--- src/sv/rpi_pkg.sv ---
// Types, constants and helper functions shared by the ray/parallelogram intersect block.
`timescale 1ns / 1ps
package rpi_pkg;

  localparam int CW        = 21;          // coordinate width, Q8.12
  localparam int W_W       = CW + 1;      // corner minus origin
  localparam int P_C_W     = 2 * CW;      // coordinate by coordinate product
  localparam int N_W       = 2 * CW + 1;  // cross product component
  localparam int P_ND_W    = N_W + CW;    // normal component times direction
  localparam int P_NW_W    = N_W + W_W;   // cross component times w
  localparam int DN_W      = P_ND_W + 2;  // n.d, signed
  localparam int NUM_W     = P_NW_W + 2;  // numerators, signed
  localparam int DEN_W     = DN_W;        // |n.d|
  localparam int MAG_W     = NUM_W;       // |numerator|
  localparam int QB        = 33;          // quotient bits kept before saturation
  localparam int OUT_W     = 32;
  localparam int LIM_W     = 31;
  localparam int THR_W     = 32;
  localparam int CFG_W     = 3 * CW;
  localparam int CFG_IDX_W = 3;

  localparam logic [THR_W-1:0] THRESH_RESET = 32'd687;
  localparam logic [QB-1:0]    Q_POS_MAX    = 33'h0_7FFF_FFFF;
  localparam logic [QB-1:0]    Q_NEG_MAX    = 33'h0_8000_0000;
  localparam logic [OUT_W-1:0] OUT_POS_SAT  = 32'h7FFF_FFFF;
  localparam logic [OUT_W-1:0] OUT_NEG_SAT  = 32'h8000_0000;

  typedef logic signed [CW-1:0] coord_t;

  typedef enum logic [CFG_IDX_W-1:0] {
    CFG_CORNER,
    CFG_EDGE_U,
    CFG_EDGE_V,
    CFG_U_LIMIT,
    CFG_V_LIMIT,
    CFG_THRESH
  } cfg_e;

  // per-item flags that ride alongside the dividers
  typedef struct packed {
    logic computed;
    logic neg_l;
    logic neg_a;
    logic neg_b;
  } side_t;

  typedef struct packed {
    logic                    computed;
    logic                    hit;
    logic signed [OUT_W-1:0] distance;
    logic signed [OUT_W-1:0] coord_alpha;
    logic signed [OUT_W-1:0] coord_beta;
  } res_t;

  function automatic coord_t unpack_c(input logic [CFG_W-1:0] pk, input int unsigned k);
    return pk[k*CW +: CW];
  endfunction

  // sign and saturate a truncated quotient magnitude
  function automatic logic signed [OUT_W-1:0] sat_q(input logic [QB-1:0] q,
                                                     input logic ovf, input logic neg);
    logic signed [OUT_W-1:0] r;
    if (neg) begin
      if (ovf || q > Q_NEG_MAX) r = OUT_NEG_SAT;
      else                      r = OUT_W'(QB'(0) - q);
    end else begin
      if (ovf || q > Q_POS_MAX) r = OUT_POS_SAT;
      else                      r = q[OUT_W-1:0];
    end
    return r;
  endfunction

endpackage

--- src/sv/rpi_res_if.sv ---
// Result channel: valid/ready handshake with intersection payload.
`timescale 1ns / 1ps
interface rpi_res_if;
  logic                            valid;
  logic                            ready;
  logic                            computed;
  logic                            hit;
  logic signed [rpi_pkg::OUT_W-1:0] distance;
  logic signed [rpi_pkg::OUT_W-1:0] coord_alpha;
  logic signed [rpi_pkg::OUT_W-1:0] coord_beta;
  modport source(output valid, computed, hit, distance, coord_alpha, coord_beta,
                 input ready);
  modport sink(input valid, computed, hit, distance, coord_alpha, coord_beta,
               output ready);
endinterface

--- src/sv/rpi_out.sv ---
// Saturation stage, limit test and output register with skid buffer.
`timescale 1ns / 1ps
module rpi_out (
  input  logic                      clk,
  input  logic                      rst,
  input  logic                      in_valid,
  input  rpi_pkg::side_t            side,
  input  logic [rpi_pkg::QB-1:0]    q_l,
  input  logic [rpi_pkg::QB-1:0]    q_a,
  input  logic [rpi_pkg::QB-1:0]    q_b,
  input  logic                      ov_l,
  input  logic                      ov_a,
  input  logic                      ov_b,
  input  logic [rpi_pkg::LIM_W-1:0] u_limit,
  input  logic [rpi_pkg::LIM_W-1:0] v_limit,
  output logic                      en,
  rpi_res_if.source                 res
);
  localparam int OUT_W = rpi_pkg::OUT_W;
  localparam int LIM_W = rpi_pkg::LIM_W;

  logic                    rv;
  logic                    rc;
  logic signed [OUT_W-1:0] rd, ra, rb;
  rpi_pkg::res_t           push_data;
  logic                    push;
  rpi_pkg::res_t           main_q, skid_q;
  logic                    main_v, skid_v;

  always_ff @(posedge clk) begin
    if (rst) begin
      rv <= 1'b0;
    end else if (en) begin
      rv <= in_valid;
    end
  end

  always_ff @(posedge clk) begin
    if (en) begin
      rc <= side.computed;
      rd <= side.computed ? rpi_pkg::sat_q(q_l, ov_l, side.neg_l) : '0;
      ra <= side.computed ? rpi_pkg::sat_q(q_a, ov_a, side.neg_a) : '0;
      rb <= side.computed ? rpi_pkg::sat_q(q_b, ov_b, side.neg_b) : '0;
    end
  end

  always_comb begin
    push_data.computed    = rc;
    push_data.hit         = rc && !ra[OUT_W-1] && (ra[LIM_W-1:0] <= u_limit)
                               && !rb[OUT_W-1] && (rb[LIM_W-1:0] <= v_limit);
    push_data.distance    = rd;
    push_data.coord_alpha = ra;
    push_data.coord_beta  = rb;
  end

  assign en   = !skid_v;
  assign push = en && rv;

  always_ff @(posedge clk) begin
    if (rst) begin
      main_v <= 1'b0;
      skid_v <= 1'b0;
    end else if (res.ready || !main_v) begin
      if (skid_v) begin
        main_v <= 1'b1;
        skid_v <= 1'b0;
      end else begin
        main_v <= push;
      end
    end else if (push) begin
      skid_v <= 1'b1;
    end
  end

  always_ff @(posedge clk) begin
    if (res.ready || !main_v) begin
      main_q <= skid_v ? skid_q : push_data;
    end else if (push) begin
      skid_q <= push_data;
    end
  end

  assign res.valid       = main_v;
  assign res.computed    = main_q.computed;
  assign res.hit         = main_q.hit;
  assign res.distance    = main_q.distance;
  assign res.coord_alpha = main_q.coord_alpha;
  assign res.coord_beta  = main_q.coord_beta;

endmodule

--- src/flat_wrapper.sv ---
// flat-port wrapper written by rule: the top's interface ports become plain ports
module rpi_out_flat 
  (clk, rst, in_valid, side, q_l, q_a, q_b, ov_l, ov_a, ov_b, u_limit, v_limit, en, res_valid, res_computed, res_hit, res_distance, res_coord_alpha, res_coord_beta, res_ready);
  rpi_res_if res_i ();
  input  logic clk;
  input  logic rst;
  input  logic in_valid;
  input  rpi_pkg::side_t side;
  input  logic [rpi_pkg::QB-1:0] q_l;
  input  logic [rpi_pkg::QB-1:0] q_a;
  input  logic [rpi_pkg::QB-1:0] q_b;
  input  logic ov_l;
  input  logic ov_a;
  input  logic ov_b;
  input  logic [rpi_pkg::LIM_W-1:0] u_limit;
  input  logic [rpi_pkg::LIM_W-1:0] v_limit;
  output logic en;
  output wire logic [$bits(res_i.valid)-1:0] res_valid;
  output wire logic [$bits(res_i.computed)-1:0] res_computed;
  output wire logic [$bits(res_i.hit)-1:0] res_hit;
  output wire logic [$bits(res_i.distance)-1:0] res_distance;
  output wire logic [$bits(res_i.coord_alpha)-1:0] res_coord_alpha;
  output wire logic [$bits(res_i.coord_beta)-1:0] res_coord_beta;
  input wire logic [$bits(res_i.ready)-1:0] res_ready;
  assign res_valid = res_i.valid;
  assign res_computed = res_i.computed;
  assign res_hit = res_i.hit;
  assign res_distance = res_i.distance;
  assign res_coord_alpha = res_i.coord_alpha;
  assign res_coord_beta = res_i.coord_beta;
  assign res_i.ready = res_ready;
  rpi_out u_core (.clk(clk), .rst(rst), .in_valid(in_valid), .side(side), .q_l(q_l), .q_a(q_a), .q_b(q_b), .ov_l(ov_l), .ov_a(ov_a), .ov_b(ov_b), .u_limit(u_limit), .v_limit(v_limit), .en(en), .res(res_i));
endmodule
--- config.mk ---
export PLATFORM = sky130hd
export DESIGN_NAME = rpi_out_flat
export DESIGN_NICKNAME = d
export VERILOG_FILES = /design/src/sv/rpi_pkg.sv /design/src/sv/rpi_res_if.sv /design/src/sv/rpi_out.sv /design/src/flat_wrapper.sv
export SDC_FILE = /design/constraint.sdc
export NUM_CORES = 1
export LEC_CHECK = 0
export BUFFER_PORTS_ARGS = -buffer_cell sky130_fd_sc_hd__buf_2
export CAP_MARGIN = 20
export CORE_MARGIN = 1.5
export CORE_UTILIZATION = 59
export CTS_BUF_LIST = sky130_fd_sc_hd__clkbuf_8
export CTS_CLUSTER_SIZE = 40
export DETAILED_ROUTE_END_ITERATION = 8
export PLACE_DENSITY = 0.88
export SYNTH_ARGS = -nofsm -noshare
export SYNTH_HDL_FRONTEND = slang
export SYNTH_SLANG_ARGS = --single-unit
--- constraint.sdc ---
create_clock -name clk -period 14.8 [get_ports clk]
set_input_delay 2.96 -clock clk [delete_from_list [all_inputs] [get_ports clk]]
set_output_delay 2.96 -clock clk [all_outputs]
set_load 0.05 [all_outputs]
# Word-level counts from Yosys, hierarchy flattened
# Index checks and enable logic that the tools add are counted.
totals:
  out_inout_bits: 100
  ff_bits: 296
  wordCells: 58
  in_bits: 172
classes:
  mux: 11
  reduce_logical: 18
  n_addsub: 3
  magnitude_cmp: 8
  bitwise: 1
op_table:
  columns: ["cell", "count"]
  rows:
  - ["2-to-1 mux 32 bit", 9]
  - ["> comparator 33 x 31 -> 1 bit (second input constant)", 3]
  - ["> comparator 33 x 32 -> 1 bit (second input constant)", 3]
  - ["2-to-1 mux 98 bit", 1]
  - ["subtractor 1 x 32 -> 32 bit (first input constant)", 3]
  - ["<= comparator 31 bit", 2]
  - ["logical OR 1 bit", 7]
  - ["logical AND 1 bit", 5]
  - ["logical NOT 1 bit", 4]
  - ["AND reduction 2 bit", 1]
  - ["OR reduction 2 bit", 1]
  - ["2-to-1 mux 1 bit", 1]
  - ["NOT 1 bit", 1]

# Depth between registers and ports, before layout
# Gate-level depths: netlist of the first run.
depth:
  depth_word: 6
  ltp_mapped: 10
  ltp_nobuf: 8

# Least setup slack after synthesis of the first run
# Ideal clock, no wire load.
synth_timing:
  path_type: "input port to flip-flop"
  from: "in res_ready"
  to: "reg u_core.skid_q[0] (netlist name), enable pin"
  required_ns: 14.105
  setup_ns: 0.695
  path_buffers: 0
  setup_slack_ns: 1.401
  t_arrival_ns: 12.704
  path_stages: 2
  path_cell_list: "nand2b_1 nor3b_1"
synth_between:
  elab_chain_len: 3
synth_rtl:
  columns: ["element", "line_no", "source"]
  rows:
  - ["start, declared", "flat_wrapper.sv:24", "input wire logic [$bits(res_i.ready)-1:0] res_ready;"]
  - ["logical OR 1 bit", "rpi_out.sv:76", "if (res.ready || !main_v) begin"]
  - ["NOT 1 bit (no source line)", null, null]
  - ["AND reduction 2 bit (no source line)", null, null]
  - ["end signal, assigned", "rpi_out.sv:79", "skid_q <= push_data;"]
  - ["end, declared", "rpi_out.sv:27", "rpi_pkg::res_t main_q, skid_q;"]
# No other way between the ends.
# A chain may end at the register's enable or synchronous reset.

# Worst setup path in the final report of the first run
layout_timing:
  from: "in q_a[0] (netlist name)"
  to: "reg u_core.ra[25], data pin"
layout_between:
  elab_chain_len: 4
  word_cells_on_any_way: 8
  cone_classes: "1 x add/sub; 2 x order compare; 3 x mux; 2 x reduce/logical"
layout_rtl:
  columns: ["element", "line_no", "source"]
  rows:
  - ["start, declared", "flat_wrapper.sv:10", "input logic [rpi_pkg::QB-1:0] q_a;"]
  - ["> comparator 33 x 31 -> 1 bit / > comparator 33 x 32 -> 1 bit (equally long branches)", "rpi_pkg.sv:67, rpi_pkg.sv:64", null]
  - ["logical OR 1 bit, on equally long branches", "rpi_pkg.sv:67, rpi_pkg.sv:64", null]
  - ["2-to-1 mux 32 bit, on equally long branches", "rpi_pkg.sv:67, rpi_pkg.sv:64", null]
  - ["2-to-1 mux 32 bit *", "rpi_pkg.sv:63", "if (neg) begin"]
  - ["end signal, assigned", "rpi_out.sv:42", "ra <= side.computed ? rpi_pkg::sat_q(q_a, ov_a, side.neg_a) : '0;"]
  - ["end, declared", "rpi_out.sv:24", "logic signed [OUT_W-1:0] rd, ra, rb;"]
# Mark *: on every way between the ends. The rest lies on a longest branch, timed or not.

==> impl_metrics.prom, run 1 <==
# TYPE chip_impl_metric gauge
chip_impl_info{name="timing.critical_path.from_type",value="input pin"} 1
chip_impl_metric{name="dp_hpwl",unit="mm"} 30.0
chip_impl_metric{name="internal_power",unit="W"} 0.00142
chip_impl_metric{name="finalHoldViolCount",unit=""} 0
chip_impl_metric{name="leakage",unit="nW"} 7.33
chip_impl_metric{name="buffer_ports.inserted",unit=""} 271
chip_impl_metric{name="antenna_violating_nets_post_route",unit=""} 0
chip_impl_info{name="outcome",value="finished, final reports clean"} 1
chip_impl_info{name="worst-setup-path-type",value="input pin to register"} 1
chip_impl_metric{name="drive_gt1_share",unit="%"} 28.5
chip_impl_metric{name="critical_path_arrival",unit="ns"} 6.42
chip_impl_metric{name="mapped_nets",unit=""} 1575
chip_impl_metric{name="postSynthCellCount",unit=""} 1335
chip_impl_info{name="kind_of_capture_point_of_the_worst_setup_path",value="register"} 1
chip_impl_info{name="worstPathCellList",value="buf_2 > inv_1 > ha_1 > or3b_2 > nor3_1 > nand4_1 > nand2_1 > nor2_1 > nor3_1"} 1
chip_impl_metric{name="num_vias",unit=""} 12667
chip_impl_metric{name="max_fanout_on_critical_path",unit=""} 22
chip_impl_metric{name="number_of_max_slew_violations_in_the_final_report",unit=""} 0
chip_impl_metric{name="tritoncts_num_sinks",unit=""} 296
chip_impl_info{name="clock_tree.root_cell",value="clkbuf_8"} 1
chip_impl_metric{name="drc",unit=""} 0
chip_impl_metric{name="first_global_vias",unit=""} 12371
chip_impl_metric{name="post_synth_design_cell_area",unit="um^2"} 15700
chip_impl_info{name="synth.largest_area_cell",value="edfxtp_1"} 1
chip_impl_metric{name="htree_levels",unit=""} 2
chip_impl_info{name="top_library_cells_by_usage_in_the_layout_fill_and_taps_aside",value="edfxtp_1, buf_2, a21oi_1"} 1
chip_impl_metric{name="layout_min_cycle_time",unit="ns"} 6.03
chip_impl_metric{name="die_height",unit="um"} 166
chip_impl_metric{name="floorplan.initialDensity",unit="%"} 60.1
chip_impl_metric{name="gpl.final_weighted_congestion",unit=""} 0.939
chip_impl_metric{name="fraction_of_post_synthesis_cell_area_in_the_top_cell_type_by_area",unit="%"} 56.2
chip_impl_metric{name="initial_antenna_violation_count",unit=""} 2
chip_impl_metric{name="power.combinational.fraction",unit="%"} 16.0
chip_impl_metric{name="yosys_warnings",unit=""} 0
chip_impl_metric{name="floorplan.rows",unit=""} 59
chip_impl_metric{name="clock_skew",unit="ns"} 0.0192
chip_impl_metric{name="sw_power",unit="W"} 0.000579
chip_impl_metric{name="synth-async-reset-ratio",unit="%"} 0
chip_impl_metric{name="slew_headroom",unit="%"} 35.8
chip_impl_metric{name="setup_viol",unit=""} 0
chip_impl_info{name="cpMostUsedCell",value="nor3_1"} 1
chip_impl_info{name="rsz_0062_raised_after_global_routing",value="false"} 1
chip_impl_metric{name="drt_first_pass_iters",unit=""} 7
chip_impl_metric{name="worstPathRequired",unit="ns"} 15.19
chip_impl_metric{name="synthDistinctLibCells",unit=""} 73
chip_impl_metric{name="power.clock.fraction",unit="%"} 33.4
chip_impl_metric{name="synth_enable_flop_cells",unit=""} 293
chip_impl_metric{name="max_capacitance_violation_count",unit=""} 0
chip_impl_info{name="layout.cells.most_common",value="edfxtp_1"} 1
chip_impl_metric{name="post_cts_buffers",unit=""} 0
chip_impl_metric{name="clock_tree.buffer_depth",unit=""} 3
chip_impl_metric{name="synthesis.area_per_instance",unit="um^2"} 11.7
chip_impl_metric{name="totalNegativeSetupSlack",unit="ns"} 0
chip_impl_info{name="synth_top_cells_by_area",value="edfxtp_1, mux2_2, ha_1"} 1
chip_impl_metric{name="worst_path_largest_cell_delay",unit="ns"} 0.85
chip_impl_metric{name="grt_max_degree",unit=""} 67
chip_impl_metric{name="post_cts.resized_instances",unit=""} 0
chip_impl_metric{name="num-fill-cells",unit=""} 1884
chip_impl_info{name="synth_ff_type",value="edfxtp_1"} 1
chip_impl_metric{name="max_clock_freq",unit="MHz"} 166
chip_impl_metric{name="detail_route.iter0.violations",unit=""} 1328
chip_impl_metric{name="final_net_count",unit=""} 1847
chip_impl_metric{name="synth_sequential_area_ratio",unit="%"} 56.5
chip_impl_metric{name="wl",unit="mm"} 43.5
chip_impl_metric{name="area_delta_synth_final",unit="%"} 16.2
chip_impl_metric{name="io_pins",unit=""} 272
chip_impl_metric{name="clock_network_latency_to_the_later_pin_of_the_worst_skew_pair",unit="ns"} 0.57
chip_impl_metric{name="cts.reportedPaths.clkPinSlew",unit="ns"} 0.06
chip_impl_metric{name="power.sequential.fraction",unit="%"} 50.6
chip_impl_metric{name="grt_pass1_wl",unit="mm"} 68.2
chip_impl_metric{name="overflow",unit=""} 0
chip_impl_metric{name="worst_tran_pin_value",unit="ns"} 0.964
chip_impl_metric{name="cts_hold_repair_buffers",unit=""} 0
chip_impl_metric{name="wire_per_inst",unit="um"} 22.0
chip_impl_metric{name="p_total",unit="W"} 0.00200
chip_impl_metric{name="switching_portion_of_total_power",unit="%"} 28.9
chip_impl_metric{name="final.period_utilization",unit="%"} 40.7
chip_impl_info{name="hp-class",value="register to register"} 1
chip_impl_metric{name="vdd.ir_drop.worst",unit="mV"} 0.108
chip_impl_metric{name="cts_buffers",unit=""} 49
chip_impl_info{name="cts_tree",value="built"} 1
chip_impl_metric{name="route.detailed.vias_per_inst",unit=""} 6.39
chip_impl_metric{name="die_x",unit="um"} 166
chip_impl_metric{name="die_area",unit="um^2"} 27500
chip_impl_metric{name="pwr_density_cell",unit="nW/um^2"} 110
chip_impl_metric{name="grt_use_total",unit="%"} 31.2
chip_impl_metric{name="fp.coreArea",unit="um^2"} 26100
chip_impl_info{name="critical_path.slowest_cell",value="nand2_1"} 1
chip_impl_metric{name="yosys_register_bits",unit=""} 296
[worst max-delay path, delay by kind of cell]
| family | cells | cell delay (ns) |
|---|---|---|
| adders and majority gates | 1 | 0.18 |
| buffers and inverters | 2 | 0.21 |
| and+or+nand+nor | 6 | 3.06 |
[flip-flops by register name, indices dropped and copies added (netlist names)]
register	count
u_core.rc	1
u_core.res.hit	1
u_core.res.distance	32
u_core.res.coord_alpha	32
u_core.res.coord_beta	32
u_core.skid_v	1
u_core.res.computed	1
u_core.ra	32
u_core.skid_q	98
u_core.rd	32
u_core.rv	1
u_core.rb	32
u_core.res.valid	1
[per-stage QoR]
stage | cells | setup WS (ns) | util [%] | hold slack, ns | cell area [um^2]
after CTS | 1980 | 8.96 | 69.8 | 0.452 | 18200
final | 1982 | 8.77 | 69.9 | 0.449 | 18200
after detailed placement | 1891 | 8.37 | 66.4 | 0.432 | 17300
after floorplan | 1335 | 1.40 | - | 0.422 | 15700
after global placement | 1891 | 8.48 | 66.4 | 0.429 | 17300
after global routing | 1982 | 8.60 | 69.9 | 0.468 | 18200
[path summary, 6_finish.rpt]
check	start	to	slack [ns]	cells after the start
setup / recovery	q_a[0]	u_core.ra[25]	8.77	9
hold / removal	u_core.rb[0]	u_core.skid_q[0]	0.45	0
setup reg to reg	u_core.ra[30]	u_core.res.hit	12.12	7
hold reg to reg	u_core.rb[0]	u_core.skid_q[0]	0.45	0
[cell type report]
cell class	instances	area [um^2]	area share [%]
antenna	2	5.00	0.0275
clock buffer	49	674	3.70
clock inverter	40	221	1.22
inverter	82	310	1.70
multi-input combinational	896	6270	34.5
sequential	296	8860	48.7
tap	335	419	2.30
timing repair buffer	282	1440	7.90
[per-layer routing]
metal	vias to the layer above	GRT usage [%]	part of all wire, %
met3	92	5.43	8.8
li1	5788	-	-
met5	-	0	0
met4	0	10.3	2.8
met1	6086	41.9	40
met2	701	51.7	48
[cells in the mapped netlist, types with 4 or more instances]
cell and instances:
nor3_1 52, nor4_1 37, o31ai_1 6, inv_1 80
nand2b_1 7, nand3_1 19, and3_1 7, o21ai_1 4
and2_1 5, nand4b_1 7, a221oi_1 7, nand2_1 71
a211oi_1 11, or3_1 18, a21o_1 8, or4_1 11
o31a_1 16, and4_1 8, a21boi_0 9, a311o_1 6
o21ai_0 60, or3b_1 9, nand3b_1 6, nor2_1 69
buf_1 5, clkbuf_1 52, or2_2 13, o21a_1 10
nand4_1 48, ha_1 68, edfxtp_1 293, a21oi_1 103
o211ai_1 8, o211a_1 4, nor3b_1 6, or3b_2 6
mux2_2 96, a2111oi_0 4, a31oi_1 29, o22ai_1 9
[power by group through the flow]
stage               sequential, W  clock, W  combinational [W]
global route              0.00102  0.000718           0.000342
global placement          0.00103         0           0.000308
CTS                       0.00101  0.000681           0.000318
finish                    0.00101  0.000669           0.000320
floorplan                 0.00112         0           0.000114
detailed placement        0.00103         0           0.000316
[cells by family (layout without fill, tap and decap cells)]
logic type                 Yosys count  after routing  share of synthesized area, %
DFF                                296            296                          56.5
AOI/OAI and AO/OA                  318            318                          12.9
muxes                               97             97                          6.96
and+or+nand+nor                    409            409                          14.4
adders and majority gates           68             68                          5.43
xor gates and xnor gates             4              4                         0.224
other                                0              2                             0
buffers and inverters              143            453                          3.50
(Power assumes the default switching activity.)
==> run 2: changes to the inputs <==
- clock period: 14.8 -> 6.15 ns (I/O delays scaled with it)
==> run 2 against run 1 <==
  * Sequential power up 140%
  * Register-to-register slack got worse by 8.5 ns
  * Cell area hardly changed
  * Flip-flop and latch count stayed put
  * Largest cell class unchanged
  * Largest power group unchanged
==> impl_metrics.prom, run 2 (synthesis results as in run 1) <==
# TYPE chip_impl_metric gauge
chip_impl_info{name="outcome",value="finished, final reports clean"} 1
chip_impl_metric{name="grt_pass1_wl",unit="mm"} 67.8
chip_impl_metric{name="max_fanout_on_critical_path",unit=""} 22
chip_impl_metric{name="antenna-diode-count",unit=""} 0
chip_impl_metric{name="number_of_max_slew_violations_in_the_final_report",unit=""} 0
chip_impl_metric{name="critical_path_arrival",unit="ns"} 4.69
chip_impl_metric{name="grt_use_total",unit="%"} 31.1
chip_impl_metric{name="worst_path_largest_cell_delay",unit="ns"} 0.81
chip_impl_metric{name="placed_cells_incl_taps",unit=""} 1888
chip_impl_metric{name="drt_first_pass_iters",unit=""} 6
chip_impl_metric{name="cts_hold_repair_buffers",unit=""} 0
chip_impl_metric{name="fin_area",unit="um^2"} 18200
chip_impl_metric{name="vdd.ir_drop.worst",unit="mV"} 0.206
chip_impl_metric{name="final-seq-area",unit="um^2"} 8860
chip_impl_metric{name="max_clock_freq",unit="MHz"} 231
chip_impl_metric{name="clock_skew",unit="ns"} 0.0280
chip_impl_metric{name="multiInputGateArea",unit="um^2"} 6280
chip_impl_metric{name="overflow",unit=""} 0
chip_impl_info{name="crit_reg_reg_endpoint",value="u_core.res.hit"} 1
chip_impl_metric{name="die_height",unit="um"} 166
chip_impl_info{name="worst-setup-path-type",value="input pin to register"} 1
chip_impl_metric{name="totalNegativeSetupSlack",unit="ns"} 0
chip_impl_metric{name="worstPathRequired",unit="ns"} 6.51
chip_impl_info{name="min_from",value="u_core.rd[13]"} 1
chip_impl_metric{name="timing.final.ws_setup",unit="ns"} 1.82
chip_impl_metric{name="route.detailed.vias_per_inst",unit=""} 6.51
chip_impl_metric{name="post_cts_buffers",unit=""} 0
chip_impl_metric{name="leakage",unit="nW"} 7.33
chip_impl_info{name="timing.critical_path.max_delay_family",value="simple AND/OR/NAND/NOR gates"} 1
chip_impl_info{name="register_name_with_the_most_flops",value="u_core.skid_q"} 1
chip_impl_metric{name="gpl.final_weighted_congestion",unit=""} 0.928
chip_impl_info{name="clock_tree.root_cell",value="clkbuf_8"} 1
chip_impl_metric{name="fin_cells",unit=""} 1974
chip_impl_info{name="cts_tree",value="built"} 1
chip_impl_metric{name="num-fill-cells",unit=""} 1924
chip_impl_metric{name="placed_cell_area",unit="um^2"} 17300
chip_impl_metric{name="drive_gt1_share",unit="%"} 28.5
chip_impl_metric{name="cts_buffers",unit=""} 48
chip_impl_metric{name="die_x",unit="um"} 166
chip_impl_metric{name="number_of_flip_flops_in_the_largest_register",unit=""} 98
chip_impl_metric{name="clock_tree.buffer_depth",unit=""} 3
chip_impl_metric{name="critical_path.n_buffers_inverters",unit=""} 2
chip_impl_info{name="critical_path.slowest_cell",value="nand2_1"} 1
chip_impl_metric{name="reg2reg_slack",unit="ns"} 3.57
chip_impl_metric{name="buffer_ports.inserted",unit=""} 271
chip_impl_metric{name="post_cts.resized_instances",unit=""} 0
chip_impl_metric{name="pwr_density_cell",unit="nW/um^2"} 268
chip_impl_metric{name="cts.reportedPaths.clkPinSlew",unit="ns"} 0.06
chip_impl_metric{name="wl",unit="mm"} 43.7
chip_impl_metric{name="area_delta_synth_final",unit="%"} 16.2
chip_impl_metric{name="clock_network_latency_to_the_later_pin_of_the_worst_skew_pair",unit="ns"} 0.58
chip_impl_metric{name="detail_route.iter0.violations",unit=""} 1453
chip_impl_metric{name="dp_hpwl",unit="mm"} 30.2
chip_impl_metric{name="floorplan.rows",unit=""} 59
chip_impl_metric{name="grt_max_degree",unit=""} 72
chip_impl_metric{name="initial_antenna_violation_count",unit=""} 1
chip_impl_metric{name="drc",unit=""} 0
chip_impl_metric{name="antenna_violating_nets_post_route",unit=""} 0
chip_impl_metric{name="tritoncts_num_sinks",unit=""} 296
chip_impl_metric{name="min_delay_path_depth",unit=""} 0
chip_impl_info{name="worstPathCellList",value="buf_2 > inv_1 > ha_1 > or3b_2 > nor3_1 > nand4_1 > nand2_1 > nor2_1 > a211oi_1"} 1
chip_impl_metric{name="final.period_utilization",unit="%"} 70.5
chip_impl_metric{name="finalHoldViolCount",unit=""} 0
chip_impl_metric{name="detailedPlace.worstSlack",unit="ns"} 1.37
chip_impl_metric{name="layout_min_cycle_time",unit="ns"} 4.33
chip_impl_info{name="top_library_cells_by_usage_in_the_layout_fill_and_taps_aside",value="edfxtp_1, buf_2, a21oi_1"} 1
chip_impl_metric{name="post-route-util",unit="%"} 69.9
chip_impl_info{name="hp-class",value="register to register"} 1
chip_impl_info{name="rr_startpoint",value="u_core.ra[29]"} 1
chip_impl_metric{name="rr_worst_depth",unit=""} 7
chip_impl_metric{name="die_area",unit="um^2"} 27500
chip_impl_metric{name="final_net_count",unit=""} 1843
chip_impl_info{name="worst_hold_path.endpoint",value="u_core.skid_q[77]"} 1
chip_impl_metric{name="first_global_vias",unit=""} 12429
chip_impl_metric{name="fp.coreArea",unit="um^2"} 26100
chip_impl_metric{name="max_capacitance_violation_count",unit=""} 0
chip_impl_info{name="layout.cells.most_common",value="edfxtp_1"} 1
chip_impl_metric{name="io_pins",unit=""} 272
chip_impl_info{name="kind_of_capture_point_of_the_worst_setup_path",value="register"} 1
chip_impl_info{name="rsz_0062_raised_after_global_routing",value="false"} 1
chip_impl_metric{name="htree_levels",unit=""} 2
chip_impl_info{name="timing.critical_path.from_type",value="input pin"} 1
chip_impl_metric{name="worst_tran_pin_value",unit="ns"} 0.976
chip_impl_metric{name="slew_headroom",unit="%"} 34.7
chip_impl_metric{name="floorplan.initialDensity",unit="%"} 60.1
chip_impl_metric{name="wire_per_inst",unit="um"} 22.1
chip_impl_metric{name="num_vias",unit=""} 12852
chip_impl_metric{name="setup_viol",unit=""} 0
[run 2: changes by cell type in the layout (fill, tap and decap cells not counted), sizes merged]
| cell | previous run | this run |
|---|---|---|
| inv | 104 | 101 |
| diode | 2 | 0 |
| clkbuf | 49 | 51 |
| bufinv | 2 | 3 |
| buf | 282 | 279 |
| clkinvlp | 1 | 0 |
| clkinv | 15 | 13 |
[run 2: how the worst max path moves through the flow]
stage	end	slack [ns]	start	cells after the start
global placement	u_core.ra[0]	1.55	q_a[0]	9
finish	u_core.ra[0]	1.82	q_a[0]	9
CTS	u_core.ra[0]	1.95	q_a[0]	9
detailed placement	u_core.ra[0]	1.37	q_a[0]	9
floorplan	u_core.skid_q[0]	1.15	res_ready	2
global route	u_core.ra[0]	1.54	q_a[0]	9
[run 2: worst register-to-register path: stages, from the launching register on]
cell and delay [ns]:
edfxtp_1 0.44, ha_1 0.33, nand4_1 0.17, nor4_1 0.75, nand4_1 0.23, nand2_1 0.12, o2bb2ai_1 0.12, o31ai_1 0.24
[run 2: power by group]
part           switching [W]  total (W)  internal, W  leakage (nW)
clock network       0.000779    0.00167     0.000890         0.543
logic               0.000541   0.000773     0.000232          3.67
registers          0.0000713    0.00244      0.00237          3.12
[run 2: metal layers]
layer	GRT usage [%]	wire length, um	up-vias	share of wire, %
met5	0	8	-	0.018
met4	11.0	1340	2	3.1
met3	5.96	4260	109	9.7
met2	50.7	20800	799	48
met1	41.7	17200	6178	39
li1	-	-	5764	-
[run 2: area by class of cell]
type	count	share of cell area, %
Sequential cell	296	48.7
Multi-Input combinational cell	896	34.5
Timing Repair Buffer	279	7.78
Clock buffer	51	3.85
Tap cell	335	2.30
Inverter	82	1.70
Clock inverter	35	1.21
[run 2: per-stage QoR]
stage	hold slack (ns)	total power [W]
2_1_floorplan	0.422	0.00296
3_3_place_gp	0.431	0.00321
3_5_place_dp	0.436	0.00324
4_1_cts	0.432	0.00490
5_1_grt	0.450	0.00505
6_report	0.418	0.00488
